--- config.mk ---
export PLATFORM = sky130hd
export DESIGN_NAME = utf8_sanitize_filter
export DESIGN_NICKNAME = d
export VERILOG_FILES = /design/src/rtl/core/u8sf_pkg.sv /design/src/rtl/core/utf8_sanitize_filter.sv /design/src/rtl/core/u8sf_decode.sv /design/src/rtl/core/u8sf_burst.sv
export SDC_FILE = /design/constraint.sdc
export NUM_CORES = 1
export LEC_CHECK = 0
export ABC_AREA = 0
export BUFFER_PORTS_ARGS = -buffer_cell sky130_fd_sc_hd__buf_4
export CAP_MARGIN = 20
export CORE_MARGIN = 2
export CORE_UTILIZATION = 45
export CTS_BUF_LIST = sky130_fd_sc_hd__clkbuf_4 sky130_fd_sc_hd__clkbuf_8
export CTS_CLUSTER_DIAMETER = 30
export DETAILED_ROUTE_END_ITERATION = 12
export PLACE_DENSITY = 0.73
export SLEW_MARGIN = 15
export SYNTH_ARGS = -nofsm -noshare
export SYNTH_HDL_FRONTEND = slang
export SYNTH_HIERARCHICAL = 1
export SYNTH_SLANG_ARGS = --single-unit
--- constraint.sdc ---
create_clock -name i_clk -period 4.1 [get_ports i_clk]
set_input_delay 0.41 -clock i_clk [delete_from_list [all_inputs] [get_ports i_clk]]
set_output_delay 0.41 -clock i_clk [all_outputs]
set_load 0.02 [all_outputs]
--- src/rtl/core/u8sf_pkg.sv ---
package u8sf_pkg;

    localparam int unsigned BURST_MAX = 4;

    typedef enum logic [1:0] {
        MODE_NORMAL  = 2'd0,
        MODE_COLLECT = 2'd1,
        MODE_DISCARD = 2'd2
    } t_mode;

    // Scan state carried from one byte to the next.
    typedef struct packed {
        t_mode      mode;
        logic [1:0] need;
        logic [1:0] coll;
    } t_scan;

    // Results caused by one input byte, oldest in entry 0.
    typedef struct packed {
        logic [BURST_MAX-1:0][7:0] bytes;
        logic [2:0]                cnt;
        logic                      bare;
        logic                      eos;
    } t_burst;

    // Write port into the held sequence bytes.
    typedef struct packed {
        logic       we;
        logic [1:0] idx;
        logic [7:0] data;
    } t_pend_wr;

    // Printable ASCII passes, as do the five layout controls.
    function automatic logic keep_ascii(input logic [7:0] b);
        logic ctrl;
        ctrl = (b <= 8'h1F) || (b == 8'h7F);
        keep_ascii = !ctrl || (b inside {8'h08, 8'h09, 8'h0A, 8'h0C, 8'h0D});
    endfunction

endpackage

--- src/rtl/core/utf8_sanitize_filter.sv ---
// UTF-8 sanitizing byte filter.
// Input channel: i_valid / o_stall with i_data_byte and i_end_of_string; a
// transfer happens on a rising edge with i_valid high and o_stall low.
// Output channel: o_valid / i_stall with o_out_byte, o_byte_valid,
// o_string_end and o_last_of_run; one result per transfer.
// Each input byte yields zero to four results. A completed multi-byte
// sequence comes out as a run of two to four consecutive results; a byte
// with the end mark always yields at least a bare end marker.
// The byte sits in the input register, is decoded into the result register
// and is offered from there. Throughput is one input byte per cycle while
// each byte yields at most one result and the receiver does not stall; the
// result register drains one result per cycle while the receiver does not
// stall, so a run of results holds the input register until all are taken.
// When the receiver stalls, the current result holds steady, the input
// register fills and o_stall rises. Reset clears the scan state, the input
// register and the result register; held sequence bytes need no reset.
module utf8_sanitize_filter (
    input  logic        i_clk,
    input  logic        i_rst_n,
    input  logic        i_valid,
    output logic        o_stall,
    input  logic [7:0]  i_data_byte,
    input  logic        i_end_of_string,
    output logic        o_valid,
    input  logic        i_stall,
    output logic [7:0]  o_out_byte,
    output logic        o_byte_valid,
    output logic        o_string_end,
    output logic        o_last_of_run
);

    logic                  r_in_vld;
    logic [7:0]            r_in_byte;
    logic                  r_in_eos;
    u8sf_pkg::t_scan       r_scan;
    u8sf_pkg::t_scan       n_scan;
    logic [2:0][7:0]       r_pend;
    u8sf_pkg::t_pend_wr    pend_wr;
    u8sf_pkg::t_burst      burst;
    logic                  can_load;
    logic                  move;
    logic                  accept;

    assign move    = r_in_vld && can_load;
    assign o_stall = r_in_vld && !can_load;
    assign accept  = i_valid && !o_stall;

    always_ff @(posedge i_clk) begin
        if (!i_rst_n) begin
            r_in_vld <= 1'b0;
        end else if (accept) begin
            r_in_vld <= 1'b1;
        end else if (move) begin
            r_in_vld <= 1'b0;
        end
    end

    always_ff @(posedge i_clk) begin
        if (accept) begin
            r_in_byte <= i_data_byte;
            r_in_eos  <= i_end_of_string;
        end
    end

    always_ff @(posedge i_clk) begin
        if (!i_rst_n) begin
            r_scan <= '{mode: u8sf_pkg::MODE_NORMAL, need: 2'd0, coll: 2'd0};
        end else if (move) begin
            r_scan <= n_scan;
        end
    end

    always_ff @(posedge i_clk) begin
        if (move && pend_wr.we) begin
            r_pend[pend_wr.idx] <= pend_wr.data;
        end
    end

    u8sf_decode u_decode (
        .i_scan    (r_scan),
        .i_pend    (r_pend),
        .i_byte    (r_in_byte),
        .i_eos     (r_in_eos),
        .o_scan    (n_scan),
        .o_pend_wr (pend_wr),
        .o_burst   (burst)
    );

    u8sf_burst u_burst (
        .i_clk         (i_clk),
        .i_rst_n       (i_rst_n),
        .i_load        (move),
        .i_burst       (burst),
        .i_stall       (i_stall),
        .o_can_load    (can_load),
        .o_valid       (o_valid),
        .o_out_byte    (o_out_byte),
        .o_byte_valid  (o_byte_valid),
        .o_string_end  (o_string_end),
        .o_last_of_run (o_last_of_run)
    );

    a_idle_clear: assert property (@(posedge i_clk) disable iff (!i_rst_n)
        r_scan.mode != u8sf_pkg::MODE_COLLECT |-> r_scan.need == 2'd0 && r_scan.coll == 2'd0)
        else $error("sequence counters set outside collection");

    a_collect_len: assert property (@(posedge i_clk) disable iff (!i_rst_n)
        r_scan.mode == u8sf_pkg::MODE_COLLECT |->
            r_scan.coll != 2'd0 && r_scan.need != 2'd0 &&
            ({1'b0, r_scan.coll} + {1'b0, r_scan.need}) >= 3'd2 &&
            ({1'b0, r_scan.coll} + {1'b0, r_scan.need}) <= 3'd4)
        else $error("collected and awaited bytes do not form a sequence");

    a_eos_clears: assert property (@(posedge i_clk) disable iff (!i_rst_n)
        (move && r_in_eos) |=> r_scan.mode == u8sf_pkg::MODE_NORMAL && r_scan.coll == 2'd0)
        else $error("scan state survived the end of the string");

endmodule

--- src/rtl/core/u8sf_decode.sv ---
module u8sf_decode (
    input  u8sf_pkg::t_scan         i_scan,
    input  logic [2:0][7:0]         i_pend,
    input  logic [7:0]              i_byte,
    input  logic                    i_eos,
    output u8sf_pkg::t_scan         o_scan,
    output u8sf_pkg::t_pend_wr      o_pend_wr,
    output u8sf_pkg::t_burst        o_burst
);

    // Next scan state and the write into the held sequence bytes.
    always_comb begin
        o_scan    = i_scan;
        o_pend_wr = '0;

        case (i_scan.mode)
            u8sf_pkg::MODE_COLLECT: begin
                if (i_byte[7:6] == 2'b10) begin
                    if (i_scan.need <= 2'd1) begin
                        o_scan.mode = u8sf_pkg::MODE_NORMAL;
                        o_scan.need = 2'd0;
                        o_scan.coll = 2'd0;
                    end else begin
                        if (i_scan.coll < 2'd3) begin
                            o_pend_wr.we   = 1'b1;
                            o_pend_wr.idx  = i_scan.coll;
                            o_pend_wr.data = i_byte;
                            o_scan.coll    = i_scan.coll + 2'd1;
                        end
                        o_scan.need = i_scan.need - 2'd1;
                    end
                end else if (!i_byte[7]) begin
                    o_scan.mode = u8sf_pkg::MODE_NORMAL;
                    o_scan.need = 2'd0;
                    o_scan.coll = 2'd0;
                end else begin
                    o_scan.mode = u8sf_pkg::MODE_DISCARD;
                    o_scan.need = 2'd0;
                    o_scan.coll = 2'd0;
                end
            end
            u8sf_pkg::MODE_DISCARD: begin
                if (!i_byte[7]) begin
                    o_scan.mode = u8sf_pkg::MODE_NORMAL;
                end
            end
            default: begin
                o_scan.mode = u8sf_pkg::MODE_NORMAL;
                if (!i_byte[7]) begin
                    o_scan.mode = u8sf_pkg::MODE_NORMAL;
                end else if (i_byte[7:5] == 3'b110 || i_byte[7:4] == 4'b1110 ||
                             i_byte[7:3] == 5'b11110) begin
                    if (i_byte[7:5] == 3'b110) begin
                        o_scan.need = 2'd1;
                    end else if (i_byte[7:4] == 4'b1110) begin
                        o_scan.need = 2'd2;
                    end else begin
                        o_scan.need = 2'd3;
                    end
                    o_pend_wr.we   = 1'b1;
                    o_pend_wr.idx  = 2'd0;
                    o_pend_wr.data = i_byte;
                    o_scan.coll    = 2'd1;
                    o_scan.mode    = u8sf_pkg::MODE_COLLECT;
                end else begin
                    o_scan.mode = u8sf_pkg::MODE_DISCARD;
                end
            end
        endcase

        if (i_eos) begin
            // The end of the string drops any sequence still being collected.
            o_scan.mode = u8sf_pkg::MODE_NORMAL;
            o_scan.need = 2'd0;
            o_scan.coll = 2'd0;
        end
    end

    // Results caused by the byte.
    always_comb begin
        o_burst     = '0;
        o_burst.eos = i_eos;

        case (i_scan.mode)
            u8sf_pkg::MODE_COLLECT: begin
                if (i_byte[7:6] == 2'b10) begin
                    if (i_scan.need <= 2'd1) begin
                        // Sequence complete: flush the held bytes and this one.
                        for (int k = 0; k < 3; k++) begin
                            if (2'(k) < i_scan.coll) begin
                                o_burst.bytes[k] = i_pend[k];
                            end
                        end
                        o_burst.bytes[i_scan.coll] = i_byte;
                        o_burst.cnt = {1'b0, i_scan.coll} + 3'd1;
                    end
                end else if (!i_byte[7] && u8sf_pkg::keep_ascii(i_byte)) begin
                    o_burst.bytes[0] = i_byte;
                    o_burst.cnt      = 3'd1;
                end
            end
            default: begin
                // An ASCII byte ends a discard run and is handled as in normal mode.
                if (!i_byte[7] && u8sf_pkg::keep_ascii(i_byte)) begin
                    o_burst.bytes[0] = i_byte;
                    o_burst.cnt      = 3'd1;
                end
            end
        endcase

        if (i_eos && o_burst.cnt == 3'd0) begin
            o_burst.cnt  = 3'd1;
            o_burst.bare = 1'b1;
        end
    end

endmodule

--- src/rtl/core/u8sf_burst.sv ---
module u8sf_burst (
    input  logic                i_clk,
    input  logic                i_rst_n,
    input  logic                i_load,
    input  u8sf_pkg::t_burst    i_burst,
    input  logic                i_stall,
    output logic                o_can_load,
    output logic                o_valid,
    output logic [7:0]          o_out_byte,
    output logic                o_byte_valid,
    output logic                o_string_end,
    output logic                o_last_of_run
);

    logic [u8sf_pkg::BURST_MAX-1:0][7:0] r_bytes;
    logic [2:0]                          r_cnt;
    logic                                r_bare;
    logic                                r_eos;
    logic                                take;

    assign o_valid       = (r_cnt != 3'd0);
    assign take          = o_valid && !i_stall;
    assign o_can_load    = (r_cnt == 3'd0) || (r_cnt == 3'd1 && take);
    assign o_out_byte    = r_bytes[0];
    assign o_byte_valid  = !r_bare;
    assign o_last_of_run = (r_cnt == 3'd1);
    assign o_string_end  = o_last_of_run && r_eos;

    always_ff @(posedge i_clk) begin
        if (!i_rst_n) begin
            r_cnt <= 3'd0;
        end else if (i_load) begin
            r_cnt <= i_burst.cnt;
        end else if (take) begin
            r_cnt <= r_cnt - 3'd1;
        end
    end

    // Each transfer shifts the next result of the run down to entry 0.
    always_ff @(posedge i_clk) begin
        if (i_load) begin
            r_bytes <= i_burst.bytes;
            r_bare  <= i_burst.bare;
            r_eos   <= i_burst.eos;
        end else if (take) begin
            r_bytes <= {8'h00, r_bytes[u8sf_pkg::BURST_MAX-1:1]};
        end
    end

    a_load_when_free: assert property (@(posedge i_clk) disable iff (!i_rst_n)
        i_load |-> (r_cnt == 3'd0) || (r_cnt == 3'd1 && take))
        else $error("burst loaded over undelivered results");

    a_cnt_range: assert property (@(posedge i_clk) disable iff (!i_rst_n)
        r_cnt <= 3'(u8sf_pkg::BURST_MAX))
        else $error("burst count out of range");

    a_bare_alone: assert property (@(posedge i_clk) disable iff (!i_rst_n)
        (o_valid && !o_byte_valid) |-> o_last_of_run && o_string_end)
        else $error("bare end marker not alone at end of string");

endmodule

Word level (Yosys, flattened, before mapping)
Cells that the tools add are included.
Widths: inputs -> output; s select.

operators by class
  eq/ne operators = 17
  reduce and logical (&&, ||, !) cells = 33
  $add $sub $neg = 4
  mux-type cells = 52
  $lt $le $gt $ge = 10

operator list
  cell                number
  $mux 8              14
  $mux 11             8
  $mux 32             2
  $mux 24             2
  $eq 8x4->1 const B  5
  $mux 35             1
  $bwmux 32           1
  $demux 8 s2         2
  $bwmux 24           1
  $pmux 11 s2         1
  $mux 6              3
  $mux 4              4
  $mux 2              6
  $logic_and 1x1->1   11
  $reduce_bool 3->1   3
  $eq 8x7->1 const B  1
  $le 8x5->1 const B  1
  $pmux 4 s2          1
  $logic_not 1->1     6
  $logic_not 3->1     2
  $lt 2x3->1 const B  2
  $mux 3              2
  $eq 5x5->1 const B  1
  $logic_or 1x1->1    5
  25 further kinds    31

word-level totals
  register bits after elaboration = 77
  output and inout bits = 13
  word-level logic and storage cells = 132

Longest topological paths before layout
  depth in word-level cells = 13
  mapped depth = 11
  mapped depth without buffers = 8

Cells and area by module
The synthesis kept the hierarchy.

modules (own cells, without submodules)
  module                cells each  area an instance (um^2)  sequential area each (um^2)  times used
  u8sf_burst            109         1692.9                   1081.0                       1
  utf8_sanitize_filter  73          1342.5                   1131.1                       1
  u8sf_decode           155         1006.0                   0.0                          1

Worst setup path before layout
OpenSTA, ideal clock, no wires.

  path type = reg-to-reg
  from = register u_burst.r_cnt[0]
  to = register u_burst.r_bytes, in the netlist u_burst/o_out_byte[0] (enable)
  data arrival time = 3017 ps
  path buffers = 0
  clock period less this slack = 3482 ps
  library setup time = 466 ps
  stages on the path, launching flop included = 5
  data required time = 3634 ps
  path slack = 618 ps
  path through = dfxtp_1 inv_1 ha_1 nor2b_4 o21ai_0

between the ends
  longest elaborated chain between the ends = 6

ends and longest elaborated chain
  what                                  RTL line                    source
  from (decl)                           u8sf_burst.sv:16            logic [2:0] r_cnt;
  from (signal assigned)                u8sf_burst.sv:33            r_cnt <= i_burst.cnt;
  from (signal assigned)                u8sf_burst.sv:35            r_cnt <= r_cnt - 3'd1;
  $reduce_bool 3->1                     u8sf_burst.sv:21            assign o_valid = (r_cnt != 3'd0);
  $logic_and 1x1->1                     u8sf_burst.sv:22            assign take = o_valid && !i_stall;
  $logic_and 1x1->1                     u8sf_burst.sv:23            assign o_can_load = (r_cnt == 3'd0) || (r_cnt == 3'd1 && take);
  $logic_or 1x1->1                      u8sf_burst.sv:23
  $logic_and 1x1->1                     utf8_sanitize_filter.sv:44  assign move = r_in_vld && can_load;
  $reduce_bool 2->1 (no source line) *  n/a
  to (signal assigned)                  u8sf_burst.sv:42            r_bytes <= i_burst.bytes;
  to (signal assigned)                  u8sf_burst.sv:46            r_bytes <= {8'h00, r_bytes[u8sf_pkg::BURST_MAX-1:1]};
  to (decl)                             u8sf_burst.sv:15            logic [u8sf_pkg::BURST_MAX-1:0][7:0] r_bytes;

Every way passes the cells marked *; elsewhere a longest branch is shown, timed or not.
A chain may end at the register's enable or synchronous reset.

==> reports/results.ini <==
[outcome]
status=finished, final reports clean

[floorplan]
dieArea_sq_um=9750
dieHeight_um=98.8
core_sq_um=8720
ios=26
die_w_um=98.8
start_util=0.463
rows=34

[cells_and_area]
fin_nets=370
seq_area_sq_um=2210
antenna_cells=0
drive_gt1_frac=0.257
multi_input_area_sq_um=1570
area_growth_pct=7.74
fill_cells=756

[sta]
setup_viol=0
fin_ws_ns=1.28
fin_worst_skew_ns=0.00851
hold_viol=0
period_minus_slack_ns=2.82
tightestPinTransition_ns=1.01
fin_tns_setup_ns=0
max_slew_margin=0.318
drv_slew=0
grt_setup_unrepaired=false
fmax_mhz=354
fin_crit_sh=0.689

[route]
vias_per_cell=5.50
drc=0
dr.pass1.iters=4
ant_nets=0
via_count=2519
wirelength_um=7340
drt-initial-drc-count=297
wire_per_inst_um=16.0

[logic_synthesis]
synth_compound_area_frac=0.115
synth_cell_type_count=57
ys_seq_elements=77
synthSimpleGateAreaFrac=0.166
yosys_warnings=6
dominantRegCellSynth=edfxtp_1
syn_area_per_cell_sq_um=12.0
synth-edff-count=67
synth_top_family_by_area=simple AND/OR/NAND/NOR gates
synth_xor_area_frac=0
muxShareOfSynthArea=0.0693
synth_area_sq_um=4040
synth-seq-area-share=0.547
synth_nets=362
synth_cells=337
async_reset_ff_frac=0
synth_fa_ha_area_frac=0.0372

[clock_tree]
post-cts-setup-buffers=0
numCtsBuffers=9
cts_tree=built
holdBufCountCts=0
htree_num_levels=3
clock_latency_ns=0.35
cts_root_buf=clkbuf_8
cts_max_path_buffers=2
cts_resized=0
path_clk_slew_ns=0.07
cts_sinks=77

[pwr]
power_density_nw_per_um2=555
ir_drop_uv=232
swShare=0.302
p_leak_nw=1.60
comb_power_share=0.278
pwr-share-clk=0.224
p_switching_mw=0.731
total_power_mw=2.42
internal_power_mw=1.69
seqPwrFrac=0.498

[worst_setup_path]
r2r-start=r_scan[4]
crit_path_max_fanout=13
rr_worst_depth=6
critPathLaunch=r_scan[4]
cp-endpoint=r_pend[1]
slowest_delay_ns=0.79
cp.arrival_ns=2.79
crit_slowest_cell=nor3_1
path_cells=inv_1 -> ha_1 -> nand3_2 -> o32ai_4 -> nand2_1 -> nor3_1
crit_path_end_kind=register
r2r_end=r_pend[1]
cp-start-kind=register
r2r_slack_ns=1.28
required_ns=4.06
critical_path_class=reg2reg

[job]
maxCapViolCount=0

[global_route]
grt_pass1_vias=2451
grt_usage=0.160
grt_max_degree=44
antenna_found_initial=0
grt_overflow=0
grt_pass1_wl_um=12200

[hold_path]
hold_path.class=in2reg

[placed_design]
portBuffers=25
dp_hpwl_um=4940
dpl_worst_slack_ns=1.28
gp_congestion=0.843

critical path, delay by kind of cell, from the launching register on:
family                   cells  cell delay, ns
buffers and inverters        1            0.06
flip-flops                   1            0.37
adder cells (fa/ha/maj)      1            0.60
AO/OA/AOI/OAI                1            0.26
AND/OR/NAND/NOR              3            1.15
cell families (layout without fill, tap and decap cells):
group                    after synthesis  in the layout
AND/OR/NAND/NOR                      120            120
buffers and inverters                 43             56
AO/OA/AOI/OAI                         59             59
multiplexers                          25             25
adder cells (fa/ha/maj)               12             12
flip-flops                            77             77
other                                  1              1
cell usage in the layout, fill, tap and decap left out, types with 3 or more instances in the layout:
cell      count
nand4_1       7
o21ai_0       6
o21ai_1       3
nor3_1        6
clkbuf_8      9
inv_1        12
buf_4        26
nand2_1      20
nand3_1       4
clkinv_1      3
dfxtp_1      10
a22oi_1       7
nor2b_1       3
nor2_1       35
edfxtp_1     67
and2_1       20
mux2_2       24
a22o_1        7
o21ai_2       8
a21oi_1      11
and3_1        7
ha_1         12
power groups by stage:
stage          combinational (mW)  sequential [mW]  clock (mW)
2_1_floorplan               0.594             1.19           0
3_3_place_gp                0.658             1.21           0
3_5_place_dp                0.674             1.22           0
4_1_cts                     0.679             1.21       0.558
5_1_grt                     0.736             1.22       0.592
6_report                    0.673             1.20       0.541
Yosys cell counts (3+ instances only):
| master | number | area share |
|---|---|---|
| a21oi_1 | 11 | 0.014 |
| a22o_1 | 7 | 0.015 |
| a22oi_1 | 7 | 0.013 |
| and2_1 | 20 | 0.031 |
| and3_1 | 7 | 0.011 |
| buf_2 | 7 | 0.0087 |
| buf_4 | 12 | 0.022 |
| buf_6 | 6 | 0.017 |
| clkbuf_1 | 5 | 0.0046 |
| dfxtp_1 | 10 | 0.050 |
| edfxtp_1 | 67 | 0.50 |
| ha_1 | 12 | 0.037 |
| inv_1 | 12 | 0.011 |
| mux2_2 | 24 | 0.067 |
| nand2_1 | 20 | 0.019 |
| nand3_1 | 4 | 0.0050 |
| nand4_1 | 7 | 0.011 |
| nor2_1 | 35 | 0.033 |
| nor2b_1 | 3 | 0.0046 |
| nor3_1 | 6 | 0.0074 |
| o21ai_0 | 7 | 0.0087 |
| o21ai_1 | 3 | 0.0037 |
| o21ai_2 | 7 | 0.015 |
state kept, by name, summed over array words and instances, names as in the netlist:
name,flops
r_in_byte,8
r_in_eos,1
r_in_vld,1
r_pend,24
r_scan,6
u_burst/o_out_byte,8
u_burst/r_bare,1
u_burst/r_bytes,24
u_burst/r_cnt,3
u_burst/r_eos,1
worst min path at each step:
stage,start,end,depth (start not counted)
finish,i_end_of_string,r_in_eos,1
global route,i_data_byte[4],r_in_byte[4],1
CTS,i_end_of_string,r_in_eos,1
detailed placement,r_scan[4],r_scan[4],2
global placement,r_scan[4],r_scan[4],2
floorplan,r_scan[4],r_scan[4],2
layer usage:
layer | routed length [um] | track usage | up-vias
li1 | - | - | 1229
met1 | 3370 | 0.222 | 1204
met2 | 3420 | 0.241 | 82
met3 | 498 | 0.0511 | 4
met4 | 50 | 0.0485 | 0
met5 | 0 | 0 | -
per-stage QoR:
step	area [sq um]	cells	hold WS, ns	utilization
after floorplan	4040	337	0.469	-
after global placement	4160	441	0.484	0.477
after detailed placement	4160	441	0.488	0.477
after CTS	4350	457	0.214	0.499
after global routing	4350	458	0.211	0.499
final	4350	458	0.235	0.499
layout make-up:
cell class,instances,share of cell area
clock inverter,6,0.0124
inverter,13,0.0112
multi-input combinational,217,0.361
tap,108,0.0310
sequential,77,0.508
clock buffer,10,0.0302
timing repair buffer,27,0.0460
Note: power is estimated with default switching activity, not from simulation.
